===== src/design/sbwc_pkg.sv =====
`default_nettype none
package sbwc_pkg;

  localparam int BLOCK_BYTES   = 256;
  localparam int DEVICE_BLOCKS = 512;
  localparam int WORD_BYTES    = 8;

  localparam int WORDS      = BLOCK_BYTES / WORD_BYTES;
  localparam int IDX_W      = $clog2(WORDS);
  localparam int OFF_W      = $clog2(BLOCK_BYTES);
  localparam int LANE_W     = $clog2(WORD_BYTES);
  localparam int WORD_W     = WORD_BYTES * 8;

  localparam int OP_W       = 3;
  localparam int ADDR_W     = 17;
  localparam int VAL_W      = 8;
  localparam int FILL_W     = 64;
  localparam int KIND_W     = 3;
  localparam int BLK_NUM_W  = 9;
  localparam int IDX_OUT_W  = 5;
  localparam int LIM_W      = 10;
  localparam int CFG_BLK_W  = 9;
  localparam int CFG_IDX_W  = 1;
  localparam int CFG_DATA_W = 10;
  localparam int BLK_W      = ADDR_W - OFF_W;

  localparam int IN_TDATA_W  = 96;
  localparam int OUT_TDATA_W = 88;

  localparam logic [LIM_W-1:0]     LIMIT_RESET   = LIM_W'(511);
  localparam logic [CFG_BLK_W-1:0] CFG_BLK_RESET = CFG_BLK_W'(511);

  localparam logic [CFG_IDX_W-1:0] REG_DATA_LIMIT   = 1'b0;
  localparam logic [CFG_IDX_W-1:0] REG_CONFIG_BLOCK = 1'b1;

  localparam logic [OP_W-1:0] OP_DATA_RD = 3'd0;
  localparam logic [OP_W-1:0] OP_DATA_WR = 3'd1;
  localparam logic [OP_W-1:0] OP_CFG_RD  = 3'd2;
  localparam logic [OP_W-1:0] OP_CFG_WR  = 3'd3;
  localparam logic [OP_W-1:0] OP_FLUSH   = 3'd4;
  localparam logic [OP_W-1:0] OP_FILL    = 3'd5;

  typedef enum logic [KIND_W-1:0] {
    K_READ_DATA  = 3'd0,
    K_WRITE_DONE = 3'd1,
    K_WB_WORD    = 3'd2,
    K_FILL_REQ   = 3'd3,
    K_RANGE_ERR  = 3'd4,
    K_FLUSH_DONE = 3'd5,
    K_BUSY       = 3'd6
  } kind_e;

  typedef enum logic [2:0] {
    ST_IDLE,
    ST_RESP,
    ST_WB,
    ST_FILL_REQ,
    ST_FINISH,
    ST_READ_OUT
  } state_e;

  typedef struct packed {
    logic [OP_W-1:0]   op;
    logic [ADDR_W-1:0] addr;
    logic [VAL_W-1:0]  val;
    logic              whole;
    logic [FILL_W-1:0] fill;
  } item_t;

  typedef struct packed {
    kind_e                kind;
    logic [BLK_NUM_W-1:0] blk;
    logic [IDX_OUT_W-1:0] idx;
    logic [WORD_W-1:0]    data;
    logic [VAL_W-1:0]     rv;
    logic                 last;
  } res_t;

  typedef struct packed {
    logic                  rd_en;
    logic [IDX_W-1:0]      rd_idx;
    logic                  wr_en;
    logic [IDX_W-1:0]      wr_idx;
    logic [WORD_BYTES-1:0] wr_be;
    logic [WORD_W-1:0]     wr_data;
  } mem_req_t;

endpackage
`default_nettype wire


===== src/design/sbwc_buffer.sv =====
`default_nettype none
module sbwc_buffer
  import sbwc_pkg::*;
(
  input  wire logic              clk_i,
  input  wire mem_req_t          req_i,
  output logic     [WORD_W-1:0]  rd_data_o
);

  // block buffer as words with byte lanes; contents undefined until written
  logic [WORD_W-1:0] mem [WORDS];

  always_ff @(posedge clk_i) begin
    if (req_i.wr_en) begin
      for (int l = 0; l < WORD_BYTES; l++) begin
        if (req_i.wr_be[l]) begin
          mem[req_i.wr_idx][l*8 +: 8] <= req_i.wr_data[l*8 +: 8];
        end
      end
    end
  end

  always_ff @(posedge clk_i) begin
    if (req_i.rd_en) begin
      rd_data_o <= mem[req_i.rd_idx];
    end
  end

endmodule
`default_nettype wire


===== src/design/sbwc_out_reg.sv =====
`default_nettype none
module sbwc_out_reg
  import sbwc_pkg::*;
(
  input  wire logic clk_i,
  input  wire logic rst_ni,
  input  wire logic load_i,
  input  wire res_t res_i,
  input  wire logic tready_i,
  output logic      tvalid_o,
  output res_t      res_o,
  output logic      free_o
);

  logic valid_d, valid_q;
  res_t res_q;

  assign free_o   = !valid_q || tready_i;
  assign tvalid_o = valid_q;
  assign res_o    = res_q;

  always_comb begin
    valid_d = valid_q;
    if (load_i) begin
      valid_d = 1'b1;
    end else if (tready_i) begin
      valid_d = 1'b0;
    end
  end

  always_ff @(posedge clk_i or negedge rst_ni) begin
    if (!rst_ni) begin
      valid_q <= 1'b0;
    end else begin
      valid_q <= valid_d;
    end
  end

  always_ff @(posedge clk_i) begin
    if (load_i) begin
      res_q <= res_i;
    end
  end

endmodule
`default_nettype wire


===== src/design/sbwc_ctrl.sv =====
`default_nettype none
module sbwc_ctrl
  import sbwc_pkg::*;
(
  input  wire logic                 clk_i,
  input  wire logic                 rst_ni,
  input  wire logic                 in_valid_i,
  input  wire item_t                item_i,
  output logic                      in_ready_o,
  input  wire logic [LIM_W-1:0]     data_limit_i,
  input  wire logic [CFG_BLK_W-1:0] cfg_blk_i,
  output mem_req_t                  mem_req_o,
  input  wire logic [WORD_W-1:0]    rd_data_i,
  input  wire logic                 out_free_i,
  output logic                      out_load_o,
  output res_t                      res_o
);

  state_e state_d, state_q;
  state_e wb_next_d, wb_next_q;
  state_e after_st;
  kind_e  resp_kind_d, resp_kind_q;

  logic [BLK_W-1:0] tag_blk_d, tag_blk_q;
  logic             tag_valid_d, tag_valid_q;
  logic             dirty_d, dirty_q;
  logic             fill_pend_d, fill_pend_q;
  logic [IDX_W-1:0] fill_cnt_d, fill_cnt_q;
  logic [1:0]       pend_acc_d, pend_acc_q;
  logic [OFF_W-1:0] pend_off_d, pend_off_q;
  logic [VAL_W-1:0] pend_val_d, pend_val_q;
  logic [IDX_W-1:0] wb_idx_d, wb_idx_q;
  logic [BLK_W-1:0] wb_blk_d, wb_blk_q;

  logic             is_data;
  logic [BLK_W-1:0] data_blk;
  logic [BLK_W-1:0] acc_blk;
  logic [LIM_W-1:0] lim_sat;
  logic             range_bad;
  logic             wb_start;

  assign is_data   = (item_i.op == OP_DATA_RD) || (item_i.op == OP_DATA_WR);
  assign data_blk  = item_i.addr[ADDR_W-1:OFF_W];
  assign acc_blk   = is_data ? data_blk : BLK_W'(cfg_blk_i % DEVICE_BLOCKS);
  assign lim_sat   = (data_limit_i > LIM_W'(DEVICE_BLOCKS)) ? LIM_W'(DEVICE_BLOCKS)
                                                            : data_limit_i;
  assign range_bad = LIM_W'(data_blk) >= lim_sat;

  always_comb begin
    state_d     = state_q;
    wb_next_d   = wb_next_q;
    resp_kind_d = resp_kind_q;
    tag_blk_d   = tag_blk_q;
    tag_valid_d = tag_valid_q;
    dirty_d     = dirty_q;
    fill_pend_d = fill_pend_q;
    fill_cnt_d  = fill_cnt_q;
    pend_acc_d  = pend_acc_q;
    pend_off_d  = pend_off_q;
    pend_val_d  = pend_val_q;
    wb_idx_d    = wb_idx_q;
    wb_blk_d    = wb_blk_q;
    after_st    = ST_FILL_REQ;
    wb_start    = 1'b0;
    mem_req_o   = '0;
    out_load_o  = 1'b0;
    res_o       = '0;
    in_ready_o  = (state_q == ST_IDLE);

    case (state_q)
      ST_IDLE: begin
        if (in_valid_i) begin
          if (item_i.op == OP_FILL) begin
            // fill words with no fill pending are dropped
            if (fill_pend_q) begin
              mem_req_o.wr_en   = 1'b1;
              mem_req_o.wr_idx  = fill_cnt_q;
              mem_req_o.wr_be   = '1;
              mem_req_o.wr_data = WORD_W'(item_i.fill);
              if (fill_cnt_q == IDX_W'(WORDS - 1)) begin
                fill_pend_d = 1'b0;
                tag_valid_d = 1'b1;
                fill_cnt_d  = '0;
                state_d     = ST_FINISH;
              end else begin
                fill_cnt_d = fill_cnt_q + 1'b1;
              end
            end
          end else if (item_i.op inside {OP_DATA_RD, OP_DATA_WR, OP_CFG_RD, OP_CFG_WR,
                                         OP_FLUSH}) begin
            if (fill_pend_q) begin
              resp_kind_d = K_BUSY;
              state_d     = ST_RESP;
            end else if (item_i.op == OP_FLUSH) begin
              resp_kind_d = K_FLUSH_DONE;
              after_st    = ST_RESP;
              wb_start    = tag_valid_q && dirty_q;
              state_d     = ST_RESP;
            end else if (is_data && range_bad) begin
              resp_kind_d = K_RANGE_ERR;
              state_d     = ST_RESP;
            end else begin
              pend_acc_d = item_i.op[1:0];
              pend_off_d = item_i.addr[OFF_W-1:0];
              pend_val_d = item_i.val;
              if (tag_valid_q && tag_blk_q == acc_blk) begin
                state_d = ST_FINISH;
              end else begin
                tag_blk_d = acc_blk;
                if (item_i.op == OP_DATA_WR && item_i.whole) begin
                  tag_valid_d = 1'b1;
                  after_st    = ST_FINISH;
                end else begin
                  tag_valid_d = 1'b0;
                  fill_pend_d = 1'b1;
                  fill_cnt_d  = '0;
                  after_st    = ST_FILL_REQ;
                end
                wb_start = tag_valid_q && dirty_q;
                state_d  = after_st;
              end
            end
            // dirty victim: read word 0 now, the outgoing tag is latched for the words
            if (wb_start) begin
              mem_req_o.rd_en  = 1'b1;
              mem_req_o.rd_idx = '0;
              wb_idx_d         = '0;
              wb_blk_d         = tag_blk_q;
              wb_next_d        = after_st;
              state_d          = ST_WB;
            end
          end
        end
      end

      ST_RESP: begin
        if (out_free_i) begin
          out_load_o = 1'b1;
          res_o.kind = resp_kind_q;
          res_o.last = 1'b1;
          state_d    = ST_IDLE;
        end
      end

      ST_WB: begin
        if (out_free_i) begin
          out_load_o = 1'b1;
          res_o.kind = K_WB_WORD;
          res_o.blk  = BLK_NUM_W'(wb_blk_q);
          res_o.idx  = IDX_OUT_W'(wb_idx_q);
          res_o.data = rd_data_i;
          if (wb_idx_q == IDX_W'(WORDS - 1)) begin
            dirty_d = 1'b0;
            state_d = wb_next_q;
          end else begin
            mem_req_o.rd_en  = 1'b1;
            mem_req_o.rd_idx = wb_idx_q + 1'b1;
            wb_idx_d         = wb_idx_q + 1'b1;
          end
        end
      end

      ST_FILL_REQ: begin
        if (out_free_i) begin
          out_load_o = 1'b1;
          res_o.kind = K_FILL_REQ;
          res_o.blk  = BLK_NUM_W'(tag_blk_q);
          res_o.last = 1'b1;
          state_d    = ST_IDLE;
        end
      end

      ST_FINISH: begin
        if (pend_acc_q[0]) begin
          if (out_free_i) begin
            mem_req_o.wr_en   = 1'b1;
            mem_req_o.wr_idx  = pend_off_q[OFF_W-1:LANE_W];
            mem_req_o.wr_be   = WORD_BYTES'(1) << pend_off_q[LANE_W-1:0];
            mem_req_o.wr_data = {WORD_BYTES{pend_val_q}};
            dirty_d           = 1'b1;
            out_load_o        = 1'b1;
            res_o.kind        = K_WRITE_DONE;
            res_o.last        = 1'b1;
            state_d           = ST_IDLE;
          end
        end else begin
          mem_req_o.rd_en  = 1'b1;
          mem_req_o.rd_idx = pend_off_q[OFF_W-1:LANE_W];
          state_d          = ST_READ_OUT;
        end
      end

      ST_READ_OUT: begin
        if (out_free_i) begin
          out_load_o = 1'b1;
          res_o.kind = K_READ_DATA;
          res_o.rv   = rd_data_i[pend_off_q[LANE_W-1:0]*8 +: 8];
          res_o.last = 1'b1;
          state_d    = ST_IDLE;
        end
      end

      default: begin
        state_d = ST_IDLE;
      end
    endcase
  end

  always_ff @(posedge clk_i or negedge rst_ni) begin
    if (!rst_ni) begin
      state_q <= ST_IDLE;
    end else begin
      state_q <= state_d;
    end
  end

  always_ff @(posedge clk_i or negedge rst_ni) begin
    if (!rst_ni) begin
      tag_blk_q   <= '0;
      tag_valid_q <= 1'b0;
      dirty_q     <= 1'b0;
      fill_pend_q <= 1'b0;
      fill_cnt_q  <= '0;
      wb_idx_q    <= '0;
      wb_next_q   <= ST_IDLE;
    end else begin
      tag_blk_q   <= tag_blk_d;
      tag_valid_q <= tag_valid_d;
      dirty_q     <= dirty_d;
      fill_pend_q <= fill_pend_d;
      fill_cnt_q  <= fill_cnt_d;
      wb_idx_q    <= wb_idx_d;
      wb_next_q   <= wb_next_d;
    end
  end

  always_ff @(posedge clk_i) begin
    resp_kind_q <= resp_kind_d;
    pend_acc_q  <= pend_acc_d;
    pend_off_q  <= pend_off_d;
    pend_val_q  <= pend_val_d;
    wb_blk_q    <= wb_blk_d;
  end

`ifndef NO_ASSERTIONS
  a_fill_no_valid: assert property (@(posedge clk_i) disable iff (!rst_ni)
    fill_pend_q |-> !tag_valid_q)
    else $error("fill pending while a block is marked valid");

  a_cnt_needs_fill: assert property (@(posedge clk_i) disable iff (!rst_ni)
    (fill_cnt_q != '0) |-> fill_pend_q)
    else $error("fill counter advanced without a pending fill");

  a_idle_dirty_valid: assert property (@(posedge clk_i) disable iff (!rst_ni)
    (state_q == ST_IDLE && dirty_q) |-> tag_valid_q)
    else $error("dirty buffer without a valid tag");

  a_last_to_idle: assert property (@(posedge clk_i) disable iff (!rst_ni)
    (out_load_o && res_o.last) |=> (state_q == ST_IDLE))
    else $error("final result issued but control not back to idle");
`endif

endmodule
`default_nettype wire


===== src/design/single_block_writeback_cache_unit.sv =====
// Channel   Dir  Handshake                   Payload
// s_axis    in   s_axis_tvalid/s_axis_tready tuser: opcode; tdata: addr, value, whole, fill
// m_axis    out  m_axis_tvalid/m_axis_tready tuser: kind; tdata: blk, idx, word, byte; tlast
// cfg       in   cfg_we_i                    cfg_idx_i, cfg_wdata_i
//
// One item at a time. A fill word that is not the last, a stray fill word or an ignored
// opcode gives no result; busy, range error, clean flush, clean miss, hit and whole-block
// writes give one result, hit reads after the registered buffer read. The last fill
// word ends the access. A dirty victim adds 32 writeback words, one per cycle unless stalled.
// Results pass through a one-deep output register; m_axis_tready low stalls the sequencer.
// Reset (rst_ni, async low) clears tag, valid, dirty and fill state; buffer is not cleared.
`default_nettype none
module single_block_writeback_cache_unit
  import sbwc_pkg::*;
(
  input  wire logic                   clk_i,
  input  wire logic                   rst_ni,
  input  wire logic                   s_axis_tvalid,
  output logic                        s_axis_tready,
  // [16:0] byte_address, [24:17] write_value, [25] whole_block, [89:26] fill_data
  input  wire logic [IN_TDATA_W-1:0]  s_axis_tdata,
  // [2:0] opcode
  input  wire logic [OP_W-1:0]        s_axis_tuser,
  output logic                        m_axis_tvalid,
  input  wire logic                   m_axis_tready,
  // [8:0] block_number, [13:9] word_index, [77:14] word_data, [85:78] read_value
  output logic [OUT_TDATA_W-1:0]      m_axis_tdata,
  // [2:0] kind
  output logic [KIND_W-1:0]           m_axis_tuser,
  output logic                        m_axis_tlast,
  input  wire logic                   cfg_we_i,
  input  wire logic [CFG_IDX_W-1:0]   cfg_idx_i,
  input  wire logic [CFG_DATA_W-1:0]  cfg_wdata_i
);

  logic [LIM_W-1:0]     data_limit_q;
  logic [CFG_BLK_W-1:0] cfg_blk_q;

  item_t             item;
  mem_req_t          mem_req;
  logic [WORD_W-1:0] rd_data;
  logic              out_free;
  logic              out_load;
  res_t              res_in;
  res_t              res_out;

  always_ff @(posedge clk_i or negedge rst_ni) begin
    if (!rst_ni) begin
      data_limit_q <= LIMIT_RESET;
      cfg_blk_q    <= CFG_BLK_RESET;
    end else if (cfg_we_i) begin
      case (cfg_idx_i)
        REG_DATA_LIMIT:   data_limit_q <= cfg_wdata_i[LIM_W-1:0];
        REG_CONFIG_BLOCK: cfg_blk_q    <= cfg_wdata_i[CFG_BLK_W-1:0];
        default: ;
      endcase
    end
  end

  assign item.op    = s_axis_tuser;
  assign item.addr  = s_axis_tdata[ADDR_W-1:0];
  assign item.val   = s_axis_tdata[ADDR_W +: VAL_W];
  assign item.whole = s_axis_tdata[ADDR_W + VAL_W];
  assign item.fill  = s_axis_tdata[ADDR_W + VAL_W + 1 +: FILL_W];

  sbwc_ctrl u_ctrl (
    .clk_i        (clk_i),
    .rst_ni       (rst_ni),
    .in_valid_i   (s_axis_tvalid),
    .item_i       (item),
    .in_ready_o   (s_axis_tready),
    .data_limit_i (data_limit_q),
    .cfg_blk_i    (cfg_blk_q),
    .mem_req_o    (mem_req),
    .rd_data_i    (rd_data),
    .out_free_i   (out_free),
    .out_load_o   (out_load),
    .res_o        (res_in)
  );

  sbwc_buffer u_buffer (
    .clk_i     (clk_i),
    .req_i     (mem_req),
    .rd_data_o (rd_data)
  );

  sbwc_out_reg u_out (
    .clk_i    (clk_i),
    .rst_ni   (rst_ni),
    .load_i   (out_load),
    .res_i    (res_in),
    .tready_i (m_axis_tready),
    .tvalid_o (m_axis_tvalid),
    .res_o    (res_out),
    .free_o   (out_free)
  );

  assign m_axis_tdata = {2'b00, res_out.rv, res_out.data, res_out.idx, res_out.blk};
  assign m_axis_tuser = res_out.kind;
  assign m_axis_tlast = res_out.last;

endmodule
`default_nettype wire

===== config.mk =====
export PLATFORM = sky130hd
export DESIGN_NAME = single_block_writeback_cache_unit
export DESIGN_NICKNAME = d
export VERILOG_FILES = /design/src/design/sbwc_pkg.sv /design/src/design/sbwc_buffer.sv /design/src/design/sbwc_out_reg.sv /design/src/design/sbwc_ctrl.sv /design/src/design/single_block_writeback_cache_unit.sv
export SDC_FILE = /design/constraint.sdc
export NUM_CORES = 2
export LEC_CHECK = 0
export BUFFER_PORTS_ARGS = -buffer_cell sky130_fd_sc_hd__clkbuf_2
export CELL_PAD_IN_SITES_DETAIL_PLACEMENT = 2
export CELL_PAD_IN_SITES_GLOBAL_PLACEMENT = 2
export CORE_MARGIN = 2
export CORE_UTILIZATION = 45
export DETAILED_ROUTE_END_ITERATION = 7
export HOLD_SLACK_MARGIN = 0.12
export MAX_ROUTING_LAYER = met4
export PLACE_DENSITY_LB_ADDON = 0.25
export SYNTH_ARGS = -nofsm -noshare
export SYNTH_HDL_FRONTEND = slang
export SYNTH_HIERARCHICAL = 1
export SYNTH_SLANG_ARGS = --single-unit

===== constraint.sdc =====
create_clock -name clk_i -period 14.5 [get_ports clk_i]
set_clock_uncertainty 0.05 [all_clocks]
set_input_delay 1.45 -clock clk_i [delete_from_list [all_inputs] [get_ports clk_i]]
set_output_delay 1.45 -clock clk_i [all_outputs]
set_load 0.02 [all_outputs]

-- Yosys cells after proc, flatten, opt, wreduce, memory -nomap -nowiden
Memory sizes are Yosys's and may differ from the RTL's. A register that Yosys moved wholly into a read port is not among the register bits.
Index checks and enable logic that the tools add are counted.
- register bits: 166
- bits in writable memories: 2048
- output and inout bits: 94
- logic and storage cells: 221
- memories: 1
- memory list (memory ; depth ; width ; rd ports ; clocked after Yosys merged registers in ; write ports ; line ; RTL):
    u_buffer.mem ; 32 ; 64 ; 1 ; 1 ; 1 ; sbwc_buffer.sv:11 ; logic [WORD_W-1:0] mem [WORDS];
- add/subtract/negate cells: 2
- order comparisons: 2
- equal/unequal tests: 32
- shift operators: 2
- multiplexer cells: 122
- bitwise operators: 6
- reduce and logical (&&, ||, !) cells: 32
- operators with widths (operator ; number):
    $mux W78 ; 4
    $pmux W78 S2 ; 1
    $mux W84 ; 1
    $mux W80 ; 1
    $mux W5 ; 15
    $shiftx A64 B7 Y8 ; 1
    $mux W1 ; 61
    $mux W3 ; 20
    $mux W6 ; 6
    $pmux W3 S4 ; 2
    $ne A2 B1 Y1 const B ; 9
    $pmux W6 S3 ; 1
    $pmux W9 S2 ; 1
    $reduce_and A9 Y1 ; 2
    $reduce_and A5 Y1 ; 3
    $ne A2 B2 Y1 const B ; 7
    $reduce_and A7 Y1 ; 2
    $eq A3 B2 Y1 const B ; 4
    $eq A3 B3 Y1 const B ; 4
    $mux W11 ; 1
    $add A5 B1 Y5 const B ; 2
    $eq A5 B5 Y1 const B ; 2
    $ge A9 B10 Y1 ; 1
    $gt A10 B10 Y1 const B ; 1
    27 further kinds ; 46

-- Logic depth before layout (Yosys ltp)
- depth in word-level cells: 21
- gate-level depth with buffers: 15
- mapped depth without buffers: 12

-- Hierarchy
The synthesis kept the hierarchy.
- modules (own cells, without submodules) (module ; times used ; cells each ; area each (µm²) ; seq. area each (µm²)):
    sbwc_buffer ; 1 ; 4049 ; 80902.6 ; 63420.8
    sbwc_ctrl ; 1 ; 584 ; 5157.4 ; 1541.5
    sbwc_out_reg ; 1 ; 93 ; 2750.1 ; 2727.6
    single_block_writeback_cache_unit ; 1 ; 44 ; 799.5 ; 498.0

-- Worst setup path after synthesis
No wires, ideal clock.
- path kind: input to register
- from: in s_axis_tdata[11]
- to: reg u_buffer.rd_data_o[0], read port of u_buffer.mem, enable pin
- arrival: 4.610 ns
- setup slack: 9.415 ns
- stages on the path: 9
- buffers on the path: 1
- cells stage by stage: ha_1 a211o_1 a21oi_1 o21ai_1 a21o_1 o31ai_1 and2_1 buf_2 or3_1
- RTL lines (what ; line ; RTL):
    start: declaration ; single_block_writeback_cache_unit.sv:21 ; input wire logic [IN_TDATA_W-1:0] s_axis_tdata,
    end: declaration ; sbwc_buffer.sv:7 ; output logic [WORD_W-1:0] rd_data_o

==> reports/results.txt <==
status: finished with violations
failing checks: max-capacitance violations, max-slew violations
switching power total: 5.43 mW
Post-synth EDFFs: 2230
CTS tree: yes
layout cells sized above 1: 19.7%
NumNets Final: 5166
gp weighted congestion: 0.860
Pins Over Slew Limit: 18
die height: 450 um
final hold violations: 0
P_leak: 31.1 nW
Worst-Margin Slew: 1.64 ns
Yosys warnings: 6
Top Metal Used: met4
Routed Antenna Nets: 0
crit path from: m_axis_tready
Setup crit start kind: input pin
DRT met1 WL: 132 mm
Routed WL: 375 mm
vias in the first global route: 55.9k
drt drc: 0
CP max FO: 71
global-route usage over all layers: 36.8%
most frequent cells in the layout: 2230 x edfxtp_1, 513 x mux2i_1, 312 x a22oi_1, 284 x nor2_1, 280 x mux4_2
post-CTS setup buffer count: 0
Clock Sinks: 2278
#FFs+latches synth: 2278
post-synthesis mux area share: 13.1%
area of the mapped netlist: 89600 um^2
met2 wire length: 177 mm
Core Footprint: 198000 um^2
Via density: 6.90
Worst Hold Launch: u_ctrl/wb_next_q[0]
internal power: 12.0 mW
largest family of logic cells by synthesized area: multiplexers
crit end category: register
Post-synth ARST share: 2.11%
row count: 163
clk_lat worst skew: 0.90 ns
Post-Route Utilization: 51.2%
met3 WL post-DR: 38.4 mm
f_max: 0.144 GHz
Initial DRC Count: 8271
post-synthesis simple-gate area fraction: 4.00%
Post-Synth XOR/XNOR Area: 0.0489%
port bufs: 200
Pre-antenna DRT Iters: 8
Distinct cells, synth: 70
maximum VDD drop: 0.122 mV
die extent in x: 450 um
starting density of the core: 45.3%
CTS Buf Count: 230
worst min-delay path category: register to register
Critical R2R Launch: u_out/tvalid_o
via count: 54.6k
Final Non-Filler Cells: 7917
detailed placement HPWL: 219 mm
clk root buf: clkbuf_16
total global routing overflow: 0
endpoints failing setup: 0
Final min period: 6.95 ns
WS Path Type: input pin to register
num ports: 209
drt wl/cell: 47.4 um
switching part of the total: 31.2%
Synth Area in Compound Gates: 4.95%
Synth Instances: 4770
initial antenna violation count: 29
post-synthesis adder-cell area fraction: 0.182%
Seq/Total Area, Yosys: 76.1%
first-pass GRT wire length: 495 mm
clock power share: 35.8%
worst endpoint required time: 14.94 ns
placed cells: 7443
CTS Hold Bufs: 0
maximum buffer depth of the clock tree: 3
RSZ-0062 raised after global routing: no
Critical Path AT: 7.39 ns
clk slew on worst S/H paths: 0.07 ns
P per Cell Area: 172 nW/um^2
top_reg_cell synth: edfxtp_1
largest net degree at the start of global routing: 90
Max-Cap Viols: 2
Comb pwr share: 18.8%
Tcrit/Tclk final: 47.9%
Relative slew margins: -9.84%
Sum Neg Setup Slack: 0 ns
die area: 203000 um^2
Syn Area/Cell: 18.8 um^2
most common cell after layout, fill and taps aside: edfxtp_1
post_cts resized: 0
area grow syn2layout: 13.0%
Sequential Power Share: 45.5%
H-tree depth: 4
==> power groups by stage <==
| stage | clock network, mW | logic, mW | registers, mW |
|---|---|---|---|
| floorplan | 0 | 1.61 | 8.08 |
| global placement | 0 | 2.91 | 8.02 |
| detailed placement | 0 | 3.08 | 8.05 |
| CTS | 6.20 | 3.16 | 7.91 |
| global route | 6.43 | 3.31 | 7.93 |
| finish | 6.23 | 3.27 | 7.92 |
==> sequential cells by signal, indices dropped and copies added (netlist names), 8 cells and up <==
signal              count
u_buffer/mem         2048
u_out/res_o            90
u_buffer/rd_data_o     64
data_limit_q           10
cfg_blk_q               9
u_ctrl/tag_blk_q        9
u_ctrl/wb_blk_q         9
u_ctrl/pend_off_q       8
u_ctrl/pend_val_q       8
==> worst paths after layout <==
check                      depth (start not counted)  slack, ns              endpoint
max                                               11       7.55  u_buffer/mem[10][50]
max in group asynchronous                          2      13.21       data_limit_q[9]
min reg2reg                                        1       0.49   u_ctrl/wb_next_q[0]
min                                                1       0.49   u_ctrl/wb_next_q[0]
max reg2reg                                       10       7.83  u_buffer/mem[10][50]
min in group asynchronous                          2       0.66        u_out/tvalid_o
==> layout make-up <==
cell class	count	area, um^2
Sequential cell	2278	68200
Multi-Input combinational cell	2183	20200
Timing Repair Buffer	330	2050
Inverter	15	56.3
Clock inverter	149	1300
Tap cell	2640	3300
Antenna cell	43	108
Clock buffer	279	6070
Fill cell	17200	96400
==> through the flow <==
step / hold slack, ns / area, um^2 / total power [mW] / setup slack (ns)
after floorplan: 0.373 / 89600 / 9.70 / 9.42
after global placement: 0.428 / 93700 / 10.9 / 7.43
after detailed placement: 0.442 / 93700 / 11.1 / 7.22
after CTS: 0.490 / 101000 / 17.3 / 8.08
after global routing: 0.500 / 101000 / 17.7 / 7.75
final: 0.495 / 101000 / 17.4 / 7.55
==> routing by layer <==
metal / global-route usage (%) / vias to the layer above
li1: - / 20000
met1: 44.9 / 29200
met2: 57.5 / 4241
met3: 7.43 / 1203
met4: 20.8 / 0
met5: - / -
==> synth_stat cells (45+ instances only) <==
| cell type | count | area [um^2] |
|---|---|---|
| a21o_1 | 66 | 495 |
| buf_1 | 45 | 169 |
| a22o_1 | 56 | 490 |
| mux2i_1 | 513 | 5130 |
| a22oi_1 | 312 | 2340 |
| edfxtp_1 | 2230 | 67000 |
| and3_1 | 78 | 488 |
| nor2_1 | 293 | 1100 |
| clkbuf_1 | 110 | 413 |
| buf_2 | 103 | 515 |
| nand2_1 | 98 | 368 |
| mux4_2 | 280 | 6310 |
| nand3_1 | 129 | 646 |
==> critical path: stages <==
cell      delay (ns)
clkbuf_2        0.08
nand2b_4        0.18
nor2b_4         0.17
buf_4           0.53
nand3_1         0.36
nor2_2          1.04
a22o_1          0.45
nor2b_1         0.72
nand2_1         0.76
buf_4           0.46
nor2_1          1.15
==> cells by family after synthesis <==
kind of cell / Yosys count
buf+inv: 310
compound gates: 600
simple gates: 748
fa+ha+maj: 13
mux: 815
other cells: 1
flops: 2278
xor+xnor: 5
No activity file was read; power rests on OpenSTA's default activity.
